===== src/lpl_pkg.sv =====
// Package for the lookahead peak limiter: sizes, fixed-point constants,
// register indexes and the small types shared by the limiter modules.
// No dependencies.
package lpl_pkg;

  localparam int CHANNELS        = 2;
  localparam int LOOKAHEAD_DEPTH = 64;
  localparam int STREAMS         = 2;
  localparam int SAMPLE_BITS     = 24;

  localparam int STREAM_W   = (STREAMS > 1) ? $clog2(STREAMS) : 1;
  localparam int DEPTH_W    = $clog2(LOOKAHEAD_DEPTH);
  localparam int RING_AW    = STREAM_W + DEPTH_W;
  localparam int RING_ENTRIES = STREAMS * LOOKAHEAD_DEPTH;

  localparam int GAIN_FRAC  = 23;
  localparam int GAIN_W     = 24;
  localparam int COEFF_W    = 24;
  localparam int THRESH_W   = 23;
  localparam int MAG_W      = SAMPLE_BITS;
  localparam int QUOT_CNT_W = $clog2(GAIN_FRAC + 1);

  localparam logic [GAIN_W-1:0]  GAIN_ONE  = GAIN_W'(1) << GAIN_FRAC;
  localparam logic [COEFF_W:0]   COEFF_ONE = (COEFF_W + 1)'(1) << COEFF_W;

  // Configuration register indexes
  localparam logic [1:0] CFG_THRESHOLD       = 2'd0;
  localparam logic [1:0] CFG_RELEASE_COEFF   = 2'd1;
  localparam logic [1:0] CFG_BYPASS          = 2'd2;
  localparam logic [1:0] CFG_ACTIVE_CHANNELS = 2'd3;

  localparam logic [THRESH_W-1:0] THRESHOLD_RST = THRESH_W'(7476385);
  localparam logic [COEFF_W-1:0]  RELEASE_RST   = COEFF_W'(16770227);
  localparam logic [1:0]          ACTIVE_RST    = 2'd2;

  typedef logic signed [SAMPLE_BITS-1:0] sample_t;
  typedef logic [CHANNELS-1:0][SAMPLE_BITS-1:0] ring_word_t;

  typedef struct packed {
    logic               we;
    logic               re;
    logic [RING_AW-1:0] waddr;
    logic [RING_AW-1:0] raddr;
  } ring_req_t;

  typedef struct packed {
    logic active;
    logic mul_en;
  } lane_ctrl_t;

endpackage


===== src/lpl_lane.sv =====
// One channel lane of the limiter: input masking, magnitude for the peak
// search and the gain multiply with rounding and saturation. Uses lpl_pkg.
module lpl_lane (
  input  logic                      clk_i,
  input  lpl_pkg::lane_ctrl_t       ctrl_i,
  input  lpl_pkg::sample_t          sample_i,
  input  lpl_pkg::sample_t          delayed_i,
  input  logic [lpl_pkg::GAIN_W-1:0] gain_i,
  output lpl_pkg::sample_t          masked_o,
  output logic [lpl_pkg::MAG_W-1:0] mag_o,
  output lpl_pkg::sample_t          result_o
);
  import lpl_pkg::*;

  localparam int PROD_W = SAMPLE_BITS + GAIN_W + 1;
  localparam int RND_W  = PROD_W - GAIN_FRAC;

  logic signed [PROD_W-1:0] prod_q;
  logic signed [PROD_W-1:0] prod_rnd;
  logic signed [RND_W-1:0]  scaled;

  localparam logic signed [RND_W-1:0] SAT_HI = RND_W'((64'sd1 <<< (SAMPLE_BITS - 1)) - 1);
  localparam logic signed [RND_W-1:0] SAT_LO = -RND_W'(64'sd1 <<< (SAMPLE_BITS - 1));

  // An inactive channel reads as silence for both the peak and the ring.
  assign masked_o = ctrl_i.active ? sample_i : '0;
  assign mag_o    = masked_o[SAMPLE_BITS-1] ? MAG_W'(-masked_o) : MAG_W'(masked_o);

  always_ff @(posedge clk_i) begin
    if (ctrl_i.mul_en) begin
      prod_q <= PROD_W'(delayed_i) * $signed({1'b0, gain_i});
    end
  end

  // Round half up, then clip to the sample range.
  assign prod_rnd = prod_q + PROD_W'(64'sd1 <<< (GAIN_FRAC - 1));
  assign scaled   = prod_rnd[PROD_W-1:GAIN_FRAC];

  always_comb begin
    if (scaled > SAT_HI) begin
      result_o = SAT_HI[SAMPLE_BITS-1:0];
    end else if (scaled < SAT_LO) begin
      result_o = SAT_LO[SAMPLE_BITS-1:0];
    end else begin
      result_o = scaled[SAMPLE_BITS-1:0];
    end
  end

endmodule


===== config.mk =====
export PLATFORM = sky130hd
export DESIGN_NAME = lpl_lane
export DESIGN_NICKNAME = d
export VERILOG_FILES = /design/src/lpl_pkg.sv /design/src/lpl_lane.sv
export SDC_FILE = /design/constraint.sdc
export NUM_CORES = 1
export LEC_CHECK = 0
export BUFFER_PORTS_ARGS = -buffer_cell sky130_fd_sc_hd__buf_2
export CAP_MARGIN = 15
export CORE_ASPECT_RATIO = 1.2
export CORE_MARGIN = 1
export CORE_UTILIZATION = 54
export DETAILED_ROUTE_END_ITERATION = 8
export GPL_TIMING_DRIVEN = 0
export MAX_ROUTING_LAYER = met4
export PLACE_DENSITY = 0.76
export SETUP_SLACK_MARGIN = 0.4
export SYNTH_ARGS = -nofsm -noshare
export SYNTH_HDL_FRONTEND = slang
export SYNTH_SLANG_ARGS = --single-unit

===== constraint.sdc =====
create_clock -name clk_i -period 20.3 [get_ports clk_i]
set_input_delay 4.06 -clock clk_i [delete_from_list [all_inputs] [get_ports clk_i]]
set_output_delay 4.06 -clock clk_i [all_outputs]
set_load 0.005 [all_outputs]

==> flow_metrics.tcl <==
set metrics [dict create \
    status "completed" \
    cp.arrival_ns 11.41 \
    tightest_slew_ns 0.880 \
    fin_nets 3343 \
    synth_area_leaders "fa_1 45%, ha_1 12%, inv_1 9.7%" \
    rsz0062_at_grt "false" \
    dieArea_sq_um 40800 \
    wl_per_cell_microns 20.6 \
    ctsResizeCount 0 \
    ys_types 70 \
    synth-edff-count 27 \
    syn_area_sq_um 21600 \
    drt_iter0_drc 1141 \
    startpoint_type "input pin" \
    hold_class "in -> reg" \
    coreArea_sq_um 39000 \
    gp_congestion 1.02 \
    syn2layout_area_growth_pct 6.84 \
    largestRegisters "prod_q: 27 flops" \
    final_layout_size_suffix_gt1_frac 0.0766 \
    drtPass1Iterations 7 \
    tritoncts "yes" \
    grt_pass1_wl_microns 99900 \
    portBuffers 146 \
    post_cts_buffers 0 \
    largest_reg_flops 27 \
    yosys.area.top_type_share 0.446 \
    syn_avg_cell_area_sq_um 8.86 \
    crit_type "in -> reg" \
    regMostFlops "prod_q" \
    relSlewSlack 0.413 \
    io_pins 147 \
    maxCapViolations 0 \
    clkSlewWorstSetupHoldPaths_ns 0.06 \
    seq_area_frac_synth 0.0376 \
    tns_ns 0 \
    synth_area_leader_cell "fa_1" \
    holdPathStages 1 \
    initial_core_util 0.553 \
    syn_nets 3192 \
    fp.dieH_microns 221 \
    vias 17500 \
    grt_max_degree 28 \
    ys.flop_type "edfxtp_1" \
    htree_levels 1 \
    yosysMostFrequentCell "inv_1" \
    antenna_left 0 \
    synthTopCellsByCount "556 x inv_1, 481 x fa_1, 327 x nand2_1" \
    crit_required_ns 20.39 \
    syn_inst 2436 \
    cts_hold_buf 0 \
    grt_usage 0.337 \
    hold_violations 0 \
    viasPerCell 5.62 \
    drc_errors 0 \
    dp_hpwl_microns 54600 \
    async_flop_share 0 \
    numCtsBuffers 3 \
    grt_pass1_vias 18500 \
    clock-root-buffer "clkbuf_16" \
    ys_seq_elements 27 \
    setup_viol 0 \
    n_fill_cell 3476 \
    fmax_mhz 88.4 \
    core.rowCount 79 \
    antenna_found_initial 3 \
    die_w_microns 184 \
    drv_slew 0 \
    timing.final.crit_share 0.558 \
    fin_crit_ns 11.32 \
    yosys_warnings 0 \
    overflow 0 \
    cp_max_fo 10 \
    clock-sinks 27 \
    drt_wl_total_microns 64100 \
    clock_path_buffers 2 \
    worstSetupEndpointType "flip-flop" \
]
[final cells by class]
| cell class | instances | area (sq um) | share of cell area |
|---|---|---|---|
| Tap cell | 526 | 658 | 0.0286 |
| Clock buffer | 4 | 78.8 | 0.00342 |
| Timing Repair Buffer | 146 | 731 | 0.0317 |
| Multi-Input combinational cell | 1731 | 18200 | 0.789 |
| Buffer | 122 | 488 | 0.0212 |
| Inverter | 556 | 2090 | 0.0906 |
| Sequential cell | 27 | 811 | 0.0352 |
| Antenna cell | 3 | 7.51 | 0.000326 |
[path summary, 6_finish.rpt]
path / endpoint / slack [ns] / from
hold / removal: prod_q[44] / 4.33 / ctrl_i[0]
setup / recovery: prod_q[42] / 8.98 / gain_i[16]
[stage by stage]
| step | hold slack, ns | setup slack [ns] | std cells | area [sq um] | utilization |
|---|---|---|---|---|---|
| 2_1_floorplan | 4.17 | 10.28 | 2436 | 21600 | - |
| 3_3_place_gp | 4.58 | 8.97 | 3108 | 23000 | 0.588 |
| 3_5_place_dp | 4.61 | 8.87 | 3108 | 23000 | 0.588 |
| 4_1_cts | 4.34 | 9.12 | 3112 | 23000 | 0.590 |
| 5_1_grt | 4.36 | 8.85 | 3114 | 23000 | 0.590 |
| 6_report | 4.33 | 8.98 | 3115 | 23000 | 0.590 |
[layer usage]
| metal | track usage | vias to the layer above | routed length, microns |
|---|---|---|---|
| met1 | 0.390 | 8809 | 22600 |
| met4 | 0.235 | 0 | 5670 |
| met2 | 0.541 | 838 | 30800 |
| met5 | - | - | 0 |
| met3 | 0.0439 | 265 | 5000 |
| li1 | - | 7588 | - |
[cells by family after synthesis]
family / Yosys count / synth area share
AO/OA/AOI/OAI: 188 / 0.0623
XOR/XNOR: 67 / 0.0272
AND/OR/NAND/NOR: 792 / 0.189
multiplexers: 3 / 0.00168
flip-flops: 27 / 0.0376
adder cells (fa/ha/maj): 681 / 0.562
buffers and inverters: 678 / 0.119
[worst max-delay path, stage by stage]
cell and delay, ns:
buf_2 0.19, clkbuf_1 0.68, nand2_1 0.19, fa_1 0.60
fa_1 0.47, fa_1 0.54, fa_1 0.52, inv_1 0.05
fa_1 0.49, fa_1 0.49, inv_1 0.05, fa_1 0.64
inv_1 0.07, ha_1 0.37, nand2_1 0.16, a2111oi_2 0.38
nor3_1 0.13, a211oi_2 0.48, o21ai_1 0.31, o21ai_0 0.30
xor2_1 0.22
[cell usage in the layout, fill, tap and decap left out, drive strengths merged, types with 10 or more instances in the layout]
master / instances
xnor2: 34
o21ai: 59
buf: 155
and2: 310
clkbuf: 117
xor2: 33
and3: 13
nor2: 28
fa: 481
a21oi: 40
nor3: 12
nor2b: 17
nand2: 328
a21o: 19
edfxtp: 27
nand4: 20
o21bai: 10
nand2b: 20
a211oi: 11
inv: 556
ha: 200
nand3: 19
Power is left out: the tool's default activity adds up to more than one toggle a clock period on the data nets, which glitch-free logic cannot reach.
