--- src/lpl_pkg.sv ---
// Package for the lookahead peak limiter: sizes, fixed-point constants,
// register indexes and the small types shared by the limiter modules.
// No dependencies.
package lpl_pkg;

  localparam int CHANNELS        = 2;
  localparam int LOOKAHEAD_DEPTH = 64;
  localparam int STREAMS         = 2;
  localparam int SAMPLE_BITS     = 24;

  localparam int STREAM_W   = (STREAMS > 1) ? $clog2(STREAMS) : 1;
  localparam int DEPTH_W    = $clog2(LOOKAHEAD_DEPTH);
  localparam int RING_AW    = STREAM_W + DEPTH_W;
  localparam int RING_ENTRIES = STREAMS * LOOKAHEAD_DEPTH;

  localparam int GAIN_FRAC  = 23;
  localparam int GAIN_W     = 24;
  localparam int COEFF_W    = 24;
  localparam int THRESH_W   = 23;
  localparam int MAG_W      = SAMPLE_BITS;
  localparam int QUOT_CNT_W = $clog2(GAIN_FRAC + 1);

  localparam logic [GAIN_W-1:0]  GAIN_ONE  = GAIN_W'(1) << GAIN_FRAC;
  localparam logic [COEFF_W:0]   COEFF_ONE = (COEFF_W + 1)'(1) << COEFF_W;

  // Configuration register indexes
  localparam logic [1:0] CFG_THRESHOLD       = 2'd0;
  localparam logic [1:0] CFG_RELEASE_COEFF   = 2'd1;
  localparam logic [1:0] CFG_BYPASS          = 2'd2;
  localparam logic [1:0] CFG_ACTIVE_CHANNELS = 2'd3;

  localparam logic [THRESH_W-1:0] THRESHOLD_RST = THRESH_W'(7476385);
  localparam logic [COEFF_W-1:0]  RELEASE_RST   = COEFF_W'(16770227);
  localparam logic [1:0]          ACTIVE_RST    = 2'd2;

  typedef logic signed [SAMPLE_BITS-1:0] sample_t;
  typedef logic [CHANNELS-1:0][SAMPLE_BITS-1:0] ring_word_t;

  typedef struct packed {
    logic               we;
    logic               re;
    logic [RING_AW-1:0] waddr;
    logic [RING_AW-1:0] raddr;
  } ring_req_t;

  typedef struct packed {
    logic active;
    logic mul_en;
  } lane_ctrl_t;

endpackage

--- src/lpl_div.sv ---
// Restoring divider, one quotient bit per cycle, for threshold * 2^23 / peak.
// Uses lpl_pkg. The dividend is known to be below the divisor.
module lpl_div (
  input  logic                        clk_i,
  input  logic                        rst_ni,
  input  logic                        start_i,
  input  logic [lpl_pkg::THRESH_W-1:0] dividend_i,
  input  logic [lpl_pkg::MAG_W-1:0]   divisor_i,
  output logic                        done_o,
  output logic [lpl_pkg::GAIN_FRAC-1:0] quotient_o
);
  import lpl_pkg::*;

  localparam int REM_W = MAG_W + 1;

  logic                  busy_q, busy_d;
  logic                  done_q, done_d;
  logic [QUOT_CNT_W-1:0] cnt_q, cnt_d;
  logic [REM_W-1:0]      rem_q, rem_d;
  logic [MAG_W-1:0]      div_q, div_d;
  logic [GAIN_FRAC-1:0]  quo_q, quo_d;
  logic [REM_W-1:0]      rem_sh;

  assign rem_sh = {rem_q[REM_W-2:0], 1'b0};

  always_comb begin
    busy_d = busy_q;
    done_d = 1'b0;
    cnt_d  = cnt_q;
    rem_d  = rem_q;
    div_d  = div_q;
    quo_d  = quo_q;
    if (start_i) begin
      busy_d = 1'b1;
      cnt_d  = QUOT_CNT_W'(GAIN_FRAC);
      rem_d  = REM_W'(dividend_i);
      div_d  = divisor_i;
      quo_d  = '0;
    end else if (busy_q) begin
      if (rem_sh >= {1'b0, div_q}) begin
        rem_d = rem_sh - {1'b0, div_q};
        quo_d = {quo_q[GAIN_FRAC-2:0], 1'b1};
      end else begin
        rem_d = rem_sh;
        quo_d = {quo_q[GAIN_FRAC-2:0], 1'b0};
      end
      cnt_d = cnt_q - QUOT_CNT_W'(1);
      if (cnt_q == QUOT_CNT_W'(1)) begin
        busy_d = 1'b0;
        done_d = 1'b1;
      end
    end
  end

  always_ff @(posedge clk_i or negedge rst_ni) begin
    if (!rst_ni) begin
      busy_q <= 1'b0;
      done_q <= 1'b0;
      cnt_q  <= '0;
    end else begin
      busy_q <= busy_d;
      done_q <= done_d;
      cnt_q  <= cnt_d;
    end
  end

  always_ff @(posedge clk_i) begin
    rem_q <= rem_d;
    div_q <= div_d;
    quo_q <= quo_d;
  end

  assign done_o     = done_q;
  assign quotient_o = quo_q;

`ifndef NO_ASSERTIONS
  a_start_when_idle: assert property (@(posedge clk_i) disable iff (!rst_ni)
    start_i |-> !busy_q) else $error("divider restarted while busy");
  a_rem_below_div: assert property (@(posedge clk_i) disable iff (!rst_ni)
    busy_q |-> rem_q < {1'b0, div_q}) else $error("partial remainder not reduced");
  a_done_after_busy: assert property (@(posedge clk_i) disable iff (!rst_ni)
    done_q |-> $past(busy_q)) else $error("quotient ready without a division");
`endif

endmodule

--- config.mk ---
export PLATFORM = sky130hd
export DESIGN_NAME = lpl_div
export DESIGN_NICKNAME = d
export VERILOG_FILES = /design/src/lpl_pkg.sv /design/src/lpl_div.sv
export SDC_FILE = /design/constraint.sdc
export NUM_CORES = 1
export LEC_CHECK = 0
export BUFFER_PORTS_ARGS = -buffer_cell sky130_fd_sc_hd__clkbuf_2
export CELL_PAD_IN_SITES_DETAIL_PLACEMENT = 1
export CELL_PAD_IN_SITES_GLOBAL_PLACEMENT = 1
export CORE_ASPECT_RATIO = 1.1
export CORE_MARGIN = 8
export CORE_UTILIZATION = 43
export CTS_BUF_LIST = sky130_fd_sc_hd__clkbuf_4 sky130_fd_sc_hd__clkbuf_8
export CTS_CLUSTER_SIZE = 28
export DETAILED_ROUTE_END_ITERATION = 12
export PLACE_DENSITY = 0.78
export SETUP_SLACK_MARGIN = 0.15
export SYNTH_ARGS = -nofsm -noshare
export SYNTH_HDL_FRONTEND = slang
export SYNTH_SLANG_ARGS = --single-unit
export TNS_END_PERCENT = 5
--- constraint.sdc ---
create_clock -name clk_i -period 3.3 [get_ports clk_i]
set_input_delay 0 -clock clk_i [delete_from_list [all_inputs] [get_ports clk_i]]
set_output_delay 0 -clock clk_i [all_outputs]
set_load 0.01 [all_outputs]
==> flow_metrics.py <==
metrics = {
    "floorplan": {
        "start_util_pct": 43.8,
        "std_cell_rows": 39,
        "floorplan.core_area_mm2": 0.0103,
        "fp.dieW_um": 114,
        "ios": 74,
        "die-height_um": 124,
        "die_area_mm2": 0.0141,
    },
    "logic_synthesis": {
        "synth_enable_flop_cells": 47,
        "synth.avg_cell_area_um2": 9.92,
        "yosys.area.top_type": "sky130_fd_sc_hd__edfxtp_1",
        "ys_async_sr_fraction_pct": 8.97,
        "synth_fp_nets": 534,
        "synth.cell_area_mm2": 0.00453,
        "synthCells": 457,
        "ys_seq_area_share_pct": 45.6,
        "synth.lib_cells_used.distinct": 56,
        "postSynthRegisterBits": 78,
        "synth_ff_type": "sky130_fd_sc_hd__edfxtp_1",
        "yosys-top-cells-area": "sky130_fd_sc_hd__edfxtp_1 (31%), sky130_fd_sc_hd__dfxtp_1 (11%), sky130_fd_sc_hd__ha_1 (7.2%)",
        "synth_top_cell_area_share_pct": 31.1,
        "yosysWarningCount": 0,
    },
    "clock_network": {
        "clk_latency_ns": 0.37,
        "total_number_of_h_tree_levels": 3,
        "cts_inserted_buffers": 9,
        "ctsRootBufferMaster": "sky130_fd_sc_hd__clkbuf_8",
        "cts_tree": "built",
        "clk_pin_slew_worst_paths_ns": 0.08,
        "clock_sink_count": 78,
        "cts-root-to-sink-buffers": 2,
    },
    "timing": {
        "final.period_utilization_pct": 93.5,
        "grt_setup_unrepaired": "yes",
        "tns_ns": 0,
        "clock_skew_ns": 0.00863,
        "slew_worst_pin_ns": 0.705,
        "number_of_max_slew_violations_in_the_final_report": 0,
        "period_minus_slack_ns": 3.09,
        "timing.max_slew.rel_slack_pct": 52.9,
        "maxClockFrequency_mhz": 324,
        "final-setup-viol-count": 0,
        "fin_worst_hold_slack_ns": 0.0540,
        "timing_hold_violations_final": 0,
    },
    "worst_setup_path": {
        "crit_path_start_kind": "flop",
        "timing.critical_path.arrival_ns": 3.20,
        "reg2reg_to": "rem_q[20]",
        "crit_required_ns": 3.41,
        "rr_worst_depth": 9,
        "worst-setup-path-type": "reg -> reg",
        "critPathLaunch": "rem_q[0]",
        "worstSetupEndpointType": "flop",
        "critical_path.reg2reg.startpoint": "rem_q[0]",
        "flop2flop_setup_slack_ns": 0.21,
        "critical_path.max_fanout": 3,
    },
    "grt": {
        "grt_pass1_vias": 4184,
        "grt_overflow": 0,
        "grt_antenna_before_repair": 0,
        "grt_max_degree": 52,
        "first_pass_grt_wire_length_um": 20800,
        "track_usage_pct": 18.8,
    },
    "finish": {
        "antenna_cells": 0,
        "final_cell_mix": "sky130_fd_sc_hd__clkbuf_2 (73), sky130_fd_sc_hd__nor2_1 (50), sky130_fd_sc_hd__edfxtp_1 (47)",
        "multi_input_area_mm2": 0.00225,
        "final_layout_size_suffix_gt1_share_pct": 20.3,
        "final.fill_count": 1174,
        "nets": 644,
        "area_growth_pct": 25.0,
        "register_cell_area_after_layout_mm2": 0.00207,
        "layoutNonFillerInstCount": 715,
        "layout.cells.most_common": "sky130_fd_sc_hd__clkbuf_2",
    },
    "pwr": {
        "irDropWorstVdd_mv": 0.296,
        "power_density_mw_per_mm2": 754,
        "power.static_leakage_nw": 2.56,
    },
    "detailed_routing": {
        "average_via_count_per_standard_cell": 5.30,
        "num_vias": 3788,
        "antenna_violating_nets_post_route": 0,
        "post-route-drc-count": 0,
        "drt_pass1_iterations": 4,
        "wirelength_um": 12500,
        "routedWlPerCell_um": 17.5,
        "detailedRoute.firstIterationViolations": 160,
    },
    "placement": {
        "gp_congestion": 0.890,
        "hpwl_um": 8740,
        "dp_cells": 656,
        "buffer_ports.inserted": 73,
    },
    "min_path": {
        "hold_path_class": "in -> reg",
        "min_to": "rem_q[20]",
        "timing.hold.worst.start": "dividend_i[20]",
        "min_path_cells": 4,
    },
    "job": {
        "drv.max_cap_violation_count": 0,
    },
    "outcome": {
        "status": "completed",
    },
}
[per-layer routing]
metal | global-route usage [%] | wire length [um] | vias to the layer above
li1 | - | - | 1870
met2 | 33.7 | 6380 | 64
met4 | 5.33 | 137 | 0
met1 | 21.6 | 5500 | 1842
met3 | 5.19 | 499 | 12
met5 | 0 | 0 | -
[state kept, by name (all words and copies together), names as in the netlist]
signal      count
done_o          1
div_q          24
quotient_o     23
busy_q          1
cnt_q           5
rem_q          24
[worst max path at each step]
stage	endpoint	cells after the start
finish	rem_q[20]	9
global route	rem_q[20]	9
CTS	rem_q[20]	9
detailed placement	rem_q[20]	9
global placement	rem_q[20]	9
floorplan	rem_q[20]	9
[logic make-up after synthesis]
kind of cell / Yosys count / share of synthesized area (%)
simple gates: 141 / 14.7
compound gates: 109 / 17.5
flops: 78 / 45.6
buf+inv: 55 / 4.91
fa+ha+maj: 27 / 7.62
xor+xnor: 25 / 4.83
mux: 22 / 4.86
[metrics by stage]
stage | setup WS (ns) | area [um2] | utilization, % | total power, W
after floorplan | 0.573 | 4530 | - | 0.00291
after global routing | 0.102 | 5670 | 54.8 | 0.00459
after CTS | 0.222 | 5660 | 54.7 | 0.00428
after global placement | 0.360 | 5030 | 48.6 | 0.00341
after detailed placement | 0.233 | 5030 | 48.6 | 0.00348
final | 0.214 | 5670 | 54.8 | 0.00428
[repair_timing]
| item | 4_1_cts | 5_1_grt |
|---|---|---|
| setup buffers | 0 | 0 |
| resized for setup | 0 | 2 |
| hold buffers | 43 | 0 |
| endpoints found under the setup margin | 0 | 9 |
| hold endpoints to repair | 48 | 0 |
[synthesized netlist by cell type, drive strengths merged (4+ instances only)]
cell,n
a21o,10
a21oi,19
a31oi,16
a41oi,7
and2,7
buf,5
clkbuf,20
dfrtp,7
dfxtp,24
edfxtp,47
ha,26
inv,30
mux2i,22
nand2,29
nand3,20
nand4,6
nor2,51
nor3,8
o21ai,26
o31ai,11
or2,4
xnor2,17
xor2,8
[worst max-delay path, stage by stage, from the launching register on]
cell and delay, ns:
sky130_fd_sc_hd__edfxtp_1 0.45, sky130_fd_sc_hd__fa_1 0.50, sky130_fd_sc_hd__a21oi_1 0.28, sky130_fd_sc_hd__a2bb2oi_2 0.20, sky130_fd_sc_hd__a21oi_1 0.14, sky130_fd_sc_hd__a31o_1 0.28, sky130_fd_sc_hd__a221o_1 0.34, sky130_fd_sc_hd__a221oi_1 0.36
sky130_fd_sc_hd__xor2_1 0.20, sky130_fd_sc_hd__o31ai_1 0.08
[final cells by class]
type	count	area share, %
Clock buffer	10	2.32
Clock inverter	6	1.26
Inverter	30	1.99
Multi-Input combinational cell	324	39.7
Sequential cell	78	36.5
Tap cell	143	3.16
Timing Repair Buffer	124	15.1
[power by group]
part / internal (W) / switching (W)
clock network: 0.000363 / 0.000375
registers: 0.00127 / 0.000123
logic: 0.000909 / 0.00124
No activity file was read; power rests on OpenSTA's default activity.
